===== src/design/iirf_pkg.sv =====
// Shared types and constants for the fourth-order IIR filter core.
// Word structs, coefficient set, register index codes, accumulator sizing.
// No dependencies.
`default_nettype none

package iirf_pkg;

	localparam int SAMPLE_WIDTH = 16;
	localparam int COEF_WIDTH   = 32;
	localparam int OUTPUT_WIDTH = 32;
	localparam int FRAC_BITS    = COEF_WIDTH - 4;

	// each coefficient sits in the low bits of a 32-bit slot
	localparam int SLOT_WIDTH   = 32;
	localparam int CFG_WIDTH    = 2 * SLOT_WIDTH;
	localparam int CFG_IDX_W    = 3;

	// exact sum of nine products with headroom
	localparam int HIST_MAX_W   = (SAMPLE_WIDTH > OUTPUT_WIDTH) ? SAMPLE_WIDTH : OUTPUT_WIDTH;
	localparam int ACC_WIDTH    = COEF_WIDTH + HIST_MAX_W + 4;
	localparam int RND_WIDTH    = ACC_WIDTH - FRAC_BITS;
	localparam int FWD_P_WIDTH  = COEF_WIDTH + SAMPLE_WIDTH;
	localparam int FB_P_WIDTH   = COEF_WIDTH + OUTPUT_WIDTH;

	localparam logic [ACC_WIDTH-1:0] ROUND_HALF = ACC_WIDTH'(1) << (FRAC_BITS - 1);
	localparam logic [OUTPUT_WIDTH-1:0] OUT_MAX = {1'b0, {(OUTPUT_WIDTH-1){1'b1}}};
	localparam logic [OUTPUT_WIDTH-1:0] OUT_MIN = {1'b1, {(OUTPUT_WIDTH-1){1'b0}}};

	typedef enum logic [CFG_IDX_W-1:0] {
		REG_FEEDBACK_ONE = 3'd0,
		REG_FEEDBACK_TWO = 3'd1,
		REG_FORWARD_ONE  = 3'd2,
		REG_FORWARD_TWO  = 3'd3,
		REG_FORWARD_LAST = 3'd4
	} reg_index_t;

	typedef struct packed {
		logic signed [SAMPLE_WIDTH-1:0] sample_in;
		logic                           pulse_start;
	} in_word_t;

	typedef struct packed {
		logic signed [OUTPUT_WIDTH-1:0] sample_out;
		logic                           saturated;
	} out_word_t;

	typedef struct packed {
		logic [3:0][COEF_WIDTH-1:0] a;   // a1..a4
		logic [4:0][COEF_WIDTH-1:0] b;   // b0..b4
	} coef_set_t;

endpackage

`default_nettype wire


===== src/design/iirf_coef_regs.sv =====
// Coefficient register bank: plain write port, five packed registers.
// Unpacks the slots into a coefficient set. Uses iirf_pkg.
`default_nettype none

module iirf_coef_regs (
	input  wire logic                             clk,
	input  wire logic                             arst_n,
	input  wire logic                             cfg_wr_en,
	input  wire logic [iirf_pkg::CFG_IDX_W-1:0]   cfg_index,
	input  wire logic [iirf_pkg::CFG_WIDTH-1:0]   cfg_data,
	output iirf_pkg::coef_set_t                   coefs
);

	logic [iirf_pkg::CFG_WIDTH-1:0]  fb_one_q;
	logic [iirf_pkg::CFG_WIDTH-1:0]  fb_two_q;
	logic [iirf_pkg::CFG_WIDTH-1:0]  fwd_one_q;
	logic [iirf_pkg::CFG_WIDTH-1:0]  fwd_two_q;
	logic [iirf_pkg::SLOT_WIDTH-1:0] fwd_last_q;

	always_ff @(posedge clk or negedge arst_n) begin
		if (!arst_n) begin
			fb_one_q   <= '0;
			fb_two_q   <= '0;
			fwd_one_q  <= '0;
			fwd_two_q  <= '0;
			fwd_last_q <= '0;
		end else if (cfg_wr_en) begin
			unique case (iirf_pkg::reg_index_t'(cfg_index))
				iirf_pkg::REG_FEEDBACK_ONE: fb_one_q   <= cfg_data;
				iirf_pkg::REG_FEEDBACK_TWO: fb_two_q   <= cfg_data;
				iirf_pkg::REG_FORWARD_ONE:  fwd_one_q  <= cfg_data;
				iirf_pkg::REG_FORWARD_TWO:  fwd_two_q  <= cfg_data;
				iirf_pkg::REG_FORWARD_LAST: fwd_last_q <= cfg_data[iirf_pkg::SLOT_WIDTH-1:0];
				default: ;
			endcase
		end
	end

	localparam int CW = iirf_pkg::COEF_WIDTH;
	localparam int SW = iirf_pkg::SLOT_WIDTH;

	always_comb begin
		coefs.a[0] = fb_one_q[CW-1:0];
		coefs.a[1] = fb_one_q[SW+CW-1:SW];
		coefs.a[2] = fb_two_q[CW-1:0];
		coefs.a[3] = fb_two_q[SW+CW-1:SW];
		coefs.b[0] = fwd_one_q[CW-1:0];
		coefs.b[1] = fwd_one_q[SW+CW-1:SW];
		coefs.b[2] = fwd_two_q[CW-1:0];
		coefs.b[3] = fwd_two_q[SW+CW-1:SW];
		coefs.b[4] = fwd_last_q[CW-1:0];
	end

endmodule

`default_nettype wire


===== config.mk =====
export PLATFORM = sky130hd
export DESIGN_NAME = iirf_coef_regs
export DESIGN_NICKNAME = d
export VERILOG_FILES = /design/src/design/iirf_pkg.sv /design/src/design/iirf_coef_regs.sv
export SDC_FILE = /design/constraint.sdc
export NUM_CORES = 1
export LEC_CHECK = 0
export BUFFER_PORTS_ARGS = -buffer_cell sky130_fd_sc_hd__buf_2
export CORE_MARGIN = 2
export CORE_UTILIZATION = 51
export CTS_CLUSTER_DIAMETER = 100
export DETAILED_ROUTE_END_ITERATION = 12
export GPL_TIMING_DRIVEN = 0
export PLACE_DENSITY_LB_ADDON = 0.05
export SLEW_MARGIN = 10
export SYNTH_ARGS = -nofsm -noshare
export SYNTH_HDL_FRONTEND = slang
export SYNTH_SLANG_ARGS = --single-unit

===== constraint.sdc =====
create_clock -name clk -period 1 [get_ports clk]
set_input_delay 0.1 -clock clk [delete_from_list [all_inputs] [get_ports clk]]
set_output_delay 0.1 -clock clk [all_outputs]
set_load 0.05 [all_outputs]

==> results.cfg <==
[routing]
drc = 0
ant_nets = 0
firstDrtPassIters = 4
wl_per_cell_um = 22.43
via_count = 7886
drtIter0Drc = 402
viasPerCell = 5.045
drt-total-wl_mm = 35.07

[critical_path]
path_delay_family = flip-flops
cp_cell_sequence = buf_6
worstSetupPathType = reg2out
required_ns = 0.90
cp.buffers_inverters = 1
cp-end-kind = output port
cp_slowest_stage_delay_ns = 0.42
critPathSlowestCell = dfrtp_1
crit_arrival_ns = 1.09
start_kind = register
path_max_fanout = 2

[cts]
cts_buffers = 34
root_buffer = clkbuf_16
cts_tree = built
htree_levels = 2
cts.clk_slew.worst_paths_ns = 0.06
clockBufferDepth = 3
clkSinkCount = 288
clk_latency_ns = 0.49

[power_and_ir_drop]
power_density_nw_per_um2 = 2714
peakVddDrop_uv = 1874
p_leak_nw = 9.178

[synthesis]
netlist.area_leader.share = 0.6233
synth_seq_cells = 288
synth_fp_nets = 683
yosysMostFrequentCell = dfrtp_1
syn_inst = 613
ys_warn_count = 0
synthTopCellsByCount = dfrtp_1 (288), mux2_4 (180), mux2_2 (106)
synth_area_per_cell_sq_um = 18.86
ys.flop_type = dfrtp_1
synth_top_area_cell = dfrtp_1
synth_cell_types = 12
ys_top_cells_by_area = dfrtp_1 (62%), mux2_4 (23%), mux2_2 (10%)
synthArstFlopShare = 1.000
syn_area_sq_um = 11560
yosysSeqAreaShare = 0.6233
synth-edff-count = 0

[sta]
relSlewSlack = 0.7167
slew_violations = 0
min_period_ns = 1.191
setup_tns_ns = -44.37
timing.hold.ws_ns = 0.1052
period_share = 1.191
hold_viol = 0
skew_ns = 0
fmax_ghz = 0.8394
setup_slack_ns = -0.1913
setup_violations = 319
rsz0062_at_grt = yes
max_slew.worst_pin.slew_ns = 0.4250

[floorplanning]
die_h_um = 154.6
dieArea_sq_um = 23890
start_util = 0.5154
core_area_sq_um = 22430
die_w_um = 154.6
fp-row-count = 55
top_level_ports = 358

[global_routing]
grt-ovfl-total = 0
grt_pass1_wl_mm = 50.20
antenna_found_initial = 3
first_global_vias = 8417
grt.total_usage = 0.2735
grt_max_degree = 82

[status]
violations = setup timing
status = finished, violations left

[finish]
nFillCells = 1011
drive_above_1_share = 0.7098
synthToLayoutAreaGrowth_pct = 62.98
nets = 1322
utilization = 0.8400

[place]
port_buffers = 357
place_hpwl_mm = 18.97
gp_congestion = 0.7742

[run]
cap_violations = 0

[hold_path]
holdCritPathClass = in2async
## registers in the layout (all words and copies together), names as in the netlist
name and cells:
fb_one_q 64, fb_two_q 64, fwd_last_q 32, fwd_one_q 64, fwd_two_q 64
## timing repair
item                                    4_1_cts  5_1_grt
buffers inserted                             96       83
hold buffers                                 65        0
endpoints found under the hold margin       393        0
endpoints found under the setup margin      288      501
gates resized for setup                     576       24
## worst register-to-register path, delay by kind of cell, from the launching register on
kind,cells,cell delay [ns]
flip-flops,1,0.42
buffers and inverters,2,0.26
multiplexers,1,0.28
## report_power, final
group / total (W) / internal, W / leakage (nW) / switching [W]
Combinational: 0.0231 / 0.0101 / 5.23 / 0.0130
Clock: 0.0116 / 0.00687 / 0.497 / 0.00477
Sequential: 0.0164 / 0.0143 / 3.46 / 0.00211
Total: 0.0511 / 0.0312 / 9.18 / 0.0199
## cells in the final DEF, fill, tap and decap left out, drive strengths merged
| cell | count |
|---|---|
| and4bb | 2 |
| buf | 570 |
| bufinv | 1 |
| clkbuf | 51 |
| clkinv | 4 |
| clkinvlp | 2 |
| dfrtp | 288 |
| diode | 3 |
| dlygate4sd3 | 65 |
| inv | 1 |
| mux2 | 288 |
| nand4b | 1 |
| nor4b | 1 |
| nor4bb | 1 |
## layer usage
metal,track usage,share of wire
met5,0,0
met4,0.1041,0.041
met1,0.3370,0.38
met2,0.4577,0.50
met3,0.08210,0.082
## per-stage QoR
step	total power [W]	worst slack, ns	std cells	instance area (sq um)
floorplan	0.02836	-0.1446	613	11690
global placement	0.03240	-5.567	1255	13830
detailed placement	0.03262	-0.4774	1258	13930
CTS	0.04945	-0.1907	1478	18130
global route	0.05270	-0.2155	1562	18840
finish	0.05114	-0.1913	1563	18840
## cell type report
class                   instances  area, sq um  area share
flip-flops and latches        288         7207      0.3824
repair buffers                603         5741      0.3046
multi-input cells             293         4071      0.2161
clock buffers                  51        955.9     0.05073
plain buffers                  32        431.7     0.02291
well taps                     285        356.6     0.01892
clock inverters                 8        73.82    0.003917
diodes                          3        7.507   0.0003984
## path summary, 6_finish.rpt
path | from | endpoint | slack, ns | cells after the start
max | fb_one_q[44]$_DFFE_PN0P_ | coefs[204] | -0.19 | 1
min | arst_n | fb_two_q[34]$_DFFE_PN0P_ | 0.11 | 2
max reg2reg | fb_one_q[42]$_DFFE_PN0P_ | fb_one_q[42]$_DFFE_PN0P_ | -0.08 | 3
min reg2reg | fwd_two_q[5]$_DFFE_PN0P_ | fwd_two_q[5]$_DFFE_PN0P_ | 0.53 | 1
max in group asynchronous | arst_n | fwd_one_q[61]$_DFFE_PN0P_ | 0.16 | 3
min in group clk | cfg_wr_en | fwd_two_q[63]$_DFFE_PN0P_ | 0.21 | 4
## logic make-up after synthesis
kind of cell | count (synthesis) | share of synthesized area
muxes | 288 | 0.3389
and+or+nand+nor | 5 | 0.005085
buffers and inverters | 32 | 0.03268
DFF | 288 | 0.6233
Note: power is estimated with default switching activity, not from simulation.
