<file path="config.mk">
export PLATFORM = sky130hd
export DESIGN_NAME = iirf_hist
export DESIGN_NICKNAME = d
export VERILOG_FILES = /design/src/design/iirf_pkg.sv /design/src/design/iirf_hist.sv
export SDC_FILE = /design/constraint.sdc
export NUM_CORES = 1
export LEC_CHECK = 0
export BUFFER_PORTS_ARGS = -buffer_cell sky130_fd_sc_hd__buf_2
export CAP_MARGIN = 20
export CORE_MARGIN = 1
export CORE_UTILIZATION = 45
export CTS_CLUSTER_DIAMETER = 100
export CTS_CLUSTER_SIZE = 20
export DETAILED_ROUTE_END_ITERATION = 8
export HOLD_SLACK_MARGIN = 0.08
export PLACE_DENSITY = 0.74
export SLEW_MARGIN = 20
export SYNTH_ARGS = -nofsm -noshare
export SYNTH_HDL_FRONTEND = slang
export SYNTH_SLANG_ARGS = --single-unit
</file>
<file path="constraint.sdc">
create_clock -name clk -period 0.8 [get_ports clk]
set_input_delay 0.16 -clock clk [delete_from_list [all_inputs] [get_ports clk]]
set_output_delay 0.16 -clock clk [all_outputs]
set_load 0.1 [all_outputs]
</file>
<file path="src/design/iirf_pkg.sv">
// Shared types and constants for the fourth-order IIR filter core.
// Word structs, coefficient set, register index codes, accumulator sizing.
// No dependencies.
`default_nettype none

package iirf_pkg;

	localparam int SAMPLE_WIDTH = 16;
	localparam int COEF_WIDTH   = 32;
	localparam int OUTPUT_WIDTH = 32;
	localparam int FRAC_BITS    = COEF_WIDTH - 4;

	// each coefficient sits in the low bits of a 32-bit slot
	localparam int SLOT_WIDTH   = 32;
	localparam int CFG_WIDTH    = 2 * SLOT_WIDTH;
	localparam int CFG_IDX_W    = 3;

	// exact sum of nine products with headroom
	localparam int HIST_MAX_W   = (SAMPLE_WIDTH > OUTPUT_WIDTH) ? SAMPLE_WIDTH : OUTPUT_WIDTH;
	localparam int ACC_WIDTH    = COEF_WIDTH + HIST_MAX_W + 4;
	localparam int RND_WIDTH    = ACC_WIDTH - FRAC_BITS;
	localparam int FWD_P_WIDTH  = COEF_WIDTH + SAMPLE_WIDTH;
	localparam int FB_P_WIDTH   = COEF_WIDTH + OUTPUT_WIDTH;

	localparam logic [ACC_WIDTH-1:0] ROUND_HALF = ACC_WIDTH'(1) << (FRAC_BITS - 1);
	localparam logic [OUTPUT_WIDTH-1:0] OUT_MAX = {1'b0, {(OUTPUT_WIDTH-1){1'b1}}};
	localparam logic [OUTPUT_WIDTH-1:0] OUT_MIN = {1'b1, {(OUTPUT_WIDTH-1){1'b0}}};

	typedef enum logic [CFG_IDX_W-1:0] {
		REG_FEEDBACK_ONE = 3'd0,
		REG_FEEDBACK_TWO = 3'd1,
		REG_FORWARD_ONE  = 3'd2,
		REG_FORWARD_TWO  = 3'd3,
		REG_FORWARD_LAST = 3'd4
	} reg_index_t;

	typedef struct packed {
		logic signed [SAMPLE_WIDTH-1:0] sample_in;
		logic                           pulse_start;
	} in_word_t;

	typedef struct packed {
		logic signed [OUTPUT_WIDTH-1:0] sample_out;
		logic                           saturated;
	} out_word_t;

	typedef struct packed {
		logic [3:0][COEF_WIDTH-1:0] a;   // a1..a4
		logic [4:0][COEF_WIDTH-1:0] b;   // b0..b4
	} coef_set_t;

endpackage

`default_nettype wire

</file>
<file path="src/design/iirf_hist.sv">
// Input and output history shift lines, four taps each, cleared by reset.
// A pulse start clears older taps as the new word shifts in. Uses iirf_pkg.
`default_nettype none

module iirf_hist (
	input  wire logic                                      clk,
	input  wire logic                                      arst_n,
	input  wire logic                                      shift,
	input  wire logic                                      pulse_start,
	input  wire logic signed [iirf_pkg::SAMPLE_WIDTH-1:0]  x_new,
	input  wire logic signed [iirf_pkg::OUTPUT_WIDTH-1:0]  y_new,
	output logic signed [iirf_pkg::SAMPLE_WIDTH-1:0]       x_hist [4],
	output logic signed [iirf_pkg::OUTPUT_WIDTH-1:0]       y_hist [4]
);

	logic signed [iirf_pkg::SAMPLE_WIDTH-1:0] x_hist_q [4];
	logic signed [iirf_pkg::OUTPUT_WIDTH-1:0] y_hist_q [4];

	always_ff @(posedge clk or negedge arst_n) begin
		if (!arst_n) begin
			for (int i = 0; i < 4; i++) begin
				x_hist_q[i] <= '0;
				y_hist_q[i] <= '0;
			end
		end else if (shift) begin
			x_hist_q[0] <= x_new;
			y_hist_q[0] <= y_new;
			for (int i = 1; i < 4; i++) begin
				x_hist_q[i] <= pulse_start ? '0 : x_hist_q[i-1];
				y_hist_q[i] <= pulse_start ? '0 : y_hist_q[i-1];
			end
		end
	end

	assign x_hist = x_hist_q;
	assign y_hist = y_hist_q;

endmodule

`default_nettype wire

</file>
==> impl_summary.txt, run 1 <==
----------------------------------------------------
[Synth]
  Largest family of logic cells by synthesized area ... simple AND/OR/NAND/NOR gates
  Cell variety after synth ... 10
  Fraction of the mapped netlist area in compound gates ... 9.058%
  Area share of fa/ha/maj cells after synthesis ... 0%
  Part of the Yosys area used for sequential elements ... 60.39%
  Biggest area contributors in the synthesized netlist ... sky130_fd_sc_hd__dfrtp_1 60%, sky130_fd_sc_hd__nand3b_1 14%, sky130_fd_sc_hd__o21ai_0 7.9%
  Post-synthesis mux area share ... 6.794%
  Cell type with the largest total area after synthesis ... sky130_fd_sc_hd__dfrtp_1
  Fraction of synthesized cell area taken by the top area cell type ... 60.39%
  Cells after Synth ... 724
  Net count after synthesis ... 776
  Warnings from Yosys ... 0
  Post-synthesis share of cell area spent on and, or, nand and nor gates ... 13.59%
  Xor/xnor share of the synthesized area ... 0%
  Flip-flop and latch count after synthesis ... 192
  Syn_area_per_cell ... 10.99 µm²
  Post-synthesis instance area ... 7956 µm²

[STA]
  Aggregate negative setup slack ... -135.04 ns
  Worst setup margin ... -0.5435 ns
  RSZ-0062 raised after global routing ... yes
  Setup clock skew after layout ... 0.01644 ns
  Hold violation count in the final report ... 0
  Final min period ... 1.343 ns
  Slew at the pin closest to its max-slew limit ... 0.3947 ns
  Headroom to the max-slew limit ... 73.68%
  Number of pins with negative max-slew slack in the final report ... 0
  Part of the cycle the worst path needs ... 167.9%
  Final Setup Violations ... 384
  Upper clock frequency limit ... 0.7443 GHz

[Floorplanning]
  Number of I/O pins ... 244
  Total core area ... 17300 µm²
  Initial core utilization ... 46.00%
  Core Rows ... 48
  Width of the chip ... 135.0 µm
  Full die area ... 18220 µm²
  Die boundary height ... 135.0 µm

[GRT]
  Via count of the first global-routing pass ... 8812
  Maximum number of pins on one net before global-route repair ... 46
  GRT overflow ... 0
  Total routing resource utilization after global routing ... 42.36%
  First-pass GRT wire length ... 55.89 mm
  Initial antenna violation count ... 3

[Power and ir drop]
  Worst vdd rail ir drop ... 1.934 mV
  Leakage component of the power ... 6.987 nW
  Power density over the cells ... 2220 nW/µm²
  Tot Pwr ... 37.21 mW

[Routing]
  Remaining antenna violation count ... 0
  Count of vias placed by the detailed router ... 9117
  Drt via density ... 6.331
  Average wire per standard cell ... 33.28 µm
  Drc violations ... 0
  DR iter-0 viols ... 1016
  Final wirelength ... 47.92 mm
  DR pass1 iterations ... 7

[Setup path]
  Critical Path Source Type ... flop
  Critical-path cell list ... buf_12
  Critical path start-end classification ... flop to primary output
  Max FO, Critical Path ... 2
  Register-to-Register Setup Slack ... -0.38 ns
  Worst Path Required ... 0.64 ns
  Standard cell with the maximum stage delay on the critical path ... sky130_fd_sc_hd__dfrtp_4
  Kind of capture point of the worst setup path ... primary output
  Slowest Stage Delay on Critical Path ... 0.54 ns
  Bufs and invs on worst path ... 1
  CP Data Arrival Time ... 1.18 ns
  Top cell family by delay on the critical path ... flip-flops

[Layout]
  Nets@finish ... 1256
  Layout overhead on the synthesized area ... 110.6%
  Post-route core utilization ... 96.90%
  Commonest cells after routing, fill and taps aside ... 205 x sky130_fd_sc_hd__buf_12, 192 x sky130_fd_sc_hd__dfrtp_4, 171 x sky130_fd_sc_hd__buf_6, 144 x sky130_fd_sc_hd__nand3b_1, 105 x sky130_fd_sc_hd__inv_1
  Most common cell after layout, fill and taps aside ... sky130_fd_sc_hd__buf_12
  Final Instance Area ... 16760 µm²
  Total inserted antenna cells ... 0
  # fillers ... 295
  Share of post-route cells with drive strength above 1 ... 68.07%

[Clock network]
  TritonCTS sink count ... 192
  Clk pin slew, worst setup/hold paths ... 0.07 ns
  Clock tree root buffer cell ... sky130_fd_sc_hd__clkbuf_16
  CTS tree ... done
  Max H-tree Level ... 4
  Maximum buffer depth of the clock tree ... 2
  Clock latency on the worst-skew pair ... 0.45 ns
  Total clock buffers created by CTS ... 17

[Status]
  Outcome ... finished with violations
  Failing checks ... negative setup slack

[Place]
  RD Place Congestion ... 0.8155
  Post-Place Cell Area ... 13300 µm²
  Port-buffer cells ... 243
  Total half-perimeter wirelength after legalization and detailed placement ... 16.21 mm

[Run]
  Max-cap viol count ... 0

[Hold path]
  Worst Hold Class ... input port to flop

----------------------------------------------------
==> report_power, final <==
group / leakage (nW) / switching, mW / internal, mW / total (mW)
Clock: 0.318 / 4.37 / 5.87 / 10.2
Combinational: 4.47 / 9.06 / 5.65 / 14.7
Sequential: 2.20 / 1.27 / 11.0 / 12.3
==> routing by layer <==
layer / routed length [µm] / part of all wire (%) / vias up / track usage (%)
met4: 5233 / 11 / 6 / 28.21
met5: 40 / 0.083 / - / 0
met1: 14770 / 31 / 4430 / 47.42
li1: - / - / 3309 / -
met3: 5463 / 11 / 389 / 9.122
met2: 22420 / 47 / 983 / 72.79
==> synthesized netlist by cell type, drive strengths merged <==
cell and instances:
dfrtp 192, inv 144, nand3b 144, o21ai 144
mux2 48, buf 34, clkbuf 18
==> through the flow <==
stage               hold slack (ns)  worst slack (ns)  instances
floorplan                   -0.1356           -0.2242        724
global placement            0.05034           -0.1727       1184
detailed placement          0.04764           -0.1951       1184
CTS                         0.09646           -0.4949       1404
global route                 0.1473           -0.5675       1440
finish                       0.1483           -0.5435       1440
==> sequential cells by signal (all words and copies together), names as in the netlist <==
| signal | flops |
|---|---|
| y_hist | 128 |
| x_hist | 64 |
==> cells by family after synthesis <==
kind of cell,count (synthesis)
flip-flops,192
multiplexers,48
buffers and inverters,196
AO/OA/AOI/OAI,144
AND/OR/NAND/NOR,144
==> area by class of cell <==
class | instances | area, µm² | share of cell area [%]
sequential | 192 | 5525 | 32.97
inverter | 144 | 573.1 | 3.419
clock inverter | 9 | 178.9 | 1.068
timing repair buffer | 513 | 7074 | 42.21
clock buffer | 21 | 480.5 | 2.867
tap | 225 | 281.5 | 1.680
multi-input combinational | 336 | 2646 | 15.79
==> what timing repair did <==
| item | 4_1_cts | 5_1_grt |
|---|---|---|
| setup buffers | 141 | 104 |
| hold endpoints to repair | 240 | 0 |
| gates resized for setup | 147 | 224 |
| setup endpoints to repair | 254 | 384 |
| pin swaps | 8 | 13 |
| gates cloned | 0 | 0 |
| hold buffers | 49 | 0 |
==> path summary, 6_finish.rpt <==
check / from / end / cells after the start
hold / removal: shift / x_hist[24]$_DFFE_PN0P_ / 3
hold reg to reg: x_hist[14]$_DFFE_PN0P_ / x_hist[14]$_DFFE_PN0P_ / 2
setup reg to reg: x_hist[43]$_DFFE_PN0P_ / x_hist[27]$_DFFE_PN0P_ / 3
setup / recovery: y_hist[25]$_DFFE_PN0P_ / y_hist[25] / 1
min in group asynchronous: arst_n / x_hist[14]$_DFFE_PN0P_ / 2
max in group asynchronous: arst_n / y_hist[110]$_DFFE_PN0P_ / 3
No activity file was read; power rests on OpenSTA's default activity.
==> run 2, diff against run 1 <==
CORE_UTILIZATION = 27   (was 45)
PLACE_DENSITY = 0.49   (was 0.74)
SETUP_SLACK_MARGIN = 0.1   (was unset)
==> impl_summary.txt, run 2 (synthesized netlist as in run 1, its figures left out) <==
----------------------------------------------------
[Status]
  Outcome ... finished with violations
  Failing checks ... negative hold slack, negative setup slack

[Layout]
  Layout overhead on the synthesized area ... 102.3%
  Most common cell after layout, fill and taps aside ... sky130_fd_sc_hd__buf_12
  Multi-input combinational cell area ... 2444 µm² (-7.7%)
  Nets@finish ... 1198 (-4.6%)
  Post-route core utilization ... 55.78% (-41 points)
  Register area ... 5525 µm² (unchanged)
  Share of post-route cells with drive strength above 1 ... 64.97% (-3.1 points)
  Max reg flops ... 128 (unchanged)
  Commonest cells after routing, fill and taps aside ... 204 x sky130_fd_sc_hd__buf_12, 192 x sky130_fd_sc_hd__dfrtp_4, 169 x sky130_fd_sc_hd__buf_6, 144 x sky130_fd_sc_hd__nand3b_1, 137 x sky130_fd_sc_hd__o21ai_1
  # fillers ... 2328 (+690%)

[Run]
  Max-cap viol count ... 0 (unchanged)

[STA]
  Worst hold slack after final layout ... -0.04838 ns (-0.1967 ns)
  Upper clock frequency limit ... 0.7657 GHz (+2.9%)
  Hold violation count in the final report ... 47 (+47)
  Slew at the pin closest to its max-slew limit ... 0.6210 ns (+0.2263 ns)
  Number of pins with negative max-slew slack in the final report ... 0 (unchanged)
  Part of the cycle the worst path needs ... 163.2% (-4.7 points)
  Headroom to the max-slew limit ... 58.46% (-15 points)
  Setup clock skew after layout ... 0.01470 ns (-0.001738 ns)
  Worst setup margin ... -0.5060 ns (+0.03748 ns)
  Final Setup Violations ... 575 (+50%)
  RSZ-0062 raised after global routing ... yes
  Aggregate negative setup slack ... -145.63 ns (-10.59 ns)
  Final min period ... 1.306 ns (-0.03748 ns)

[Clock network]
  Clock tree root buffer cell ... sky130_fd_sc_hd__clkbuf_16
  Clock latency on the worst-skew pair ... 0.43 ns (-0.02 ns)
  Total clock buffers created by CTS ... 17 (unchanged)
  Maximum buffer depth of the clock tree ... 2 (unchanged)
  Max H-tree Level ... 4 (unchanged)
  Clk pin slew, worst setup/hold paths ... 0.08 ns (about the same)
  TritonCTS sink count ... 192 (unchanged)
  CTS tree ... done

[GRT]
  GRT overflow ... 0 (unchanged)
  Total routing resource utilization after global routing ... 16.93% (-25 points)
  Via count of the first global-routing pass ... 6458 (-27%)
  Initial antenna violation count ... 3 (unchanged)
  Maximum number of pins on one net before global-route repair ... 64 (+39%)
  First-pass GRT wire length ... 39.12 mm (-30%)

[Power and ir drop]
  Worst vdd rail ir drop ... 1.291 mV (-33%)
  Leakage component of the power ... 6.576 nW (-5.9%)
  Tot Pwr ... 33.90 mW (-8.9%)
  Power density over the cells ... 2106 nW/µm² (-5.1%)

[Setup path]
  Critical Path Source Type ... flop
  Slowest Stage Delay on Critical Path ... 0.53 ns (about the same)
  Critical-path cell list ... buf_12
  Top cell family by delay on the critical path ... flip-flops
  Standard cell with the maximum stage delay on the critical path ... sky130_fd_sc_hd__dfrtp_4
  Bufs and invs on worst path ... 1 (unchanged)
  CP Data Arrival Time ... 1.15 ns (-0.03 ns)
  Max FO, Critical Path ... 3 (+1)
  Kind of capture point of the worst setup path ... primary output
  Critical path start-end classification ... flop to primary output
  Worst Path Required ... 0.64 ns (about the same)

[Routing]
  DR pass1 iterations ... 4 (-3)
  Final wirelength ... 25.41 mm (-47%)
  Count of vias placed by the detailed router ... 6476 (-29%)
  Drt via density ... 4.189 (-34%)
  Remaining antenna violation count ... 0 (unchanged)
  Drc violations ... 0 (unchanged)
  DR iter-0 viols ... 350 (-66%)
  Average wire per standard cell ... 16.44 µm (-51%)

[Floorplanning]
  Full die area ... 30160 µm² (+66%)
  Number of I/O pins ... 244 (unchanged)
  Core Rows ... 62 (+29%)
  Die boundary height ... 173.7 µm (+29%)
  Width of the chip ... 173.7 µm (+29%)
  Initial core utilization ... 27.57% (-18 points)
  Total core area ... 28860 µm² (+67%)

[Place]
  Total half-perimeter wirelength after legalization and detailed placement ... 16.63 mm (+2.6%)
  RD Place Congestion ... 0.7296 (-11%)
  Port-buffer cells ... 243 (unchanged)

[Hold path]
  Worst Hold Class ... input port to flop

----------------------------------------------------
-- run 2: changes by cell type in the layout (fill, tap and decap cells not counted), sizes merged --
| cell | before | now |
|---|---|---|
| buf | 463 | 453 |
| bufinv | 5 | 1 |
| clkbuf | 22 | 18 |
| clkinv | 1 | 5 |
| diode | 0 | 3 |
| dlygate4sd3 | 49 | 1 |
| inv | 145 | 151 |
-- run 2: path summary, 6_finish.rpt --
kind / from / endpoint / slack, ns / cells after the start
worst min-delay path: x_new[7] / x_hist[55]$_DFFE_PN0P_ / -0.05 / 2
worst max-delay path: y_hist[56]$_DFFE_PN0P_ / y_hist[56] / -0.51 / 1
max in group asynchronous: arst_n / y_hist[8]$_DFFE_PN0P_ / -0.28 / 3
worst max register to register: x_hist[56]$_DFFE_PN0P_ / x_hist[56]$_DFFE_PN0P_ / -0.30 / 3
min in group asynchronous: arst_n / y_hist[112]$_DFFE_PN0P_ / 0.27 / 2
worst min register to register: y_hist[31]$_DFFE_PN0P_ / y_hist[31]$_DFFE_PN0P_ / 0.60 / 2
-- run 2: routing by layer --
layer / track usage [%] / vias up / part of all wire, %
met5: 0 / - / 0
li1: - / 3223 / -
met2: 26.20 / 125 / 46
met1: 23.53 / 3111 / 48
met3: 4.189 / 17 / 4.5
met4: 4.569 / 0 / 1.5
-- run 2: cell type report --
| type | instances | area share (%) |
|---|---|---|
| Multi-Input combinational cell | 336 | 15.18 |
| Tap cell | 384 | 2.985 |
| Clock buffer | 17 | 2.643 |
| Sequential cell | 192 | 34.33 |
| Timing Repair Buffer | 455 | 40.38 |
| Antenna cell | 3 | 0.04664 |
| Inverter | 144 | 3.358 |
| Clock inverter | 15 | 1.081 |
-- run 2: metrics by stage --
| step | instances | instance area (µm²) | worst slack [ns] |
|---|---|---|---|
| after floorplan | 724 | 8677 | -0.2242 |
| after global placement | 1340 | 13470 | -0.1936 |
| after detailed placement | 1340 | 13470 | -0.1982 |
| after CTS | 1515 | 15670 | -0.5154 |
| after global routing | 1544 | 16090 | -0.5357 |
| final | 1546 | 16100 | -0.5060 |
-- run 2: timing repair --
action	in CTS	in global routing
hold buffers	1	1
setup buffers	142	78
hold endpoints to repair	240	240
pin swaps	7	16
endpoints found under the setup margin	384	576
resized for setup	146	120
-- run 2: power breakdown --
part / internal, mW / switching (mW)
combinational: 5.34 / 7.82
clock: 4.47 / 4.21
sequential: 11.0 / 1.07
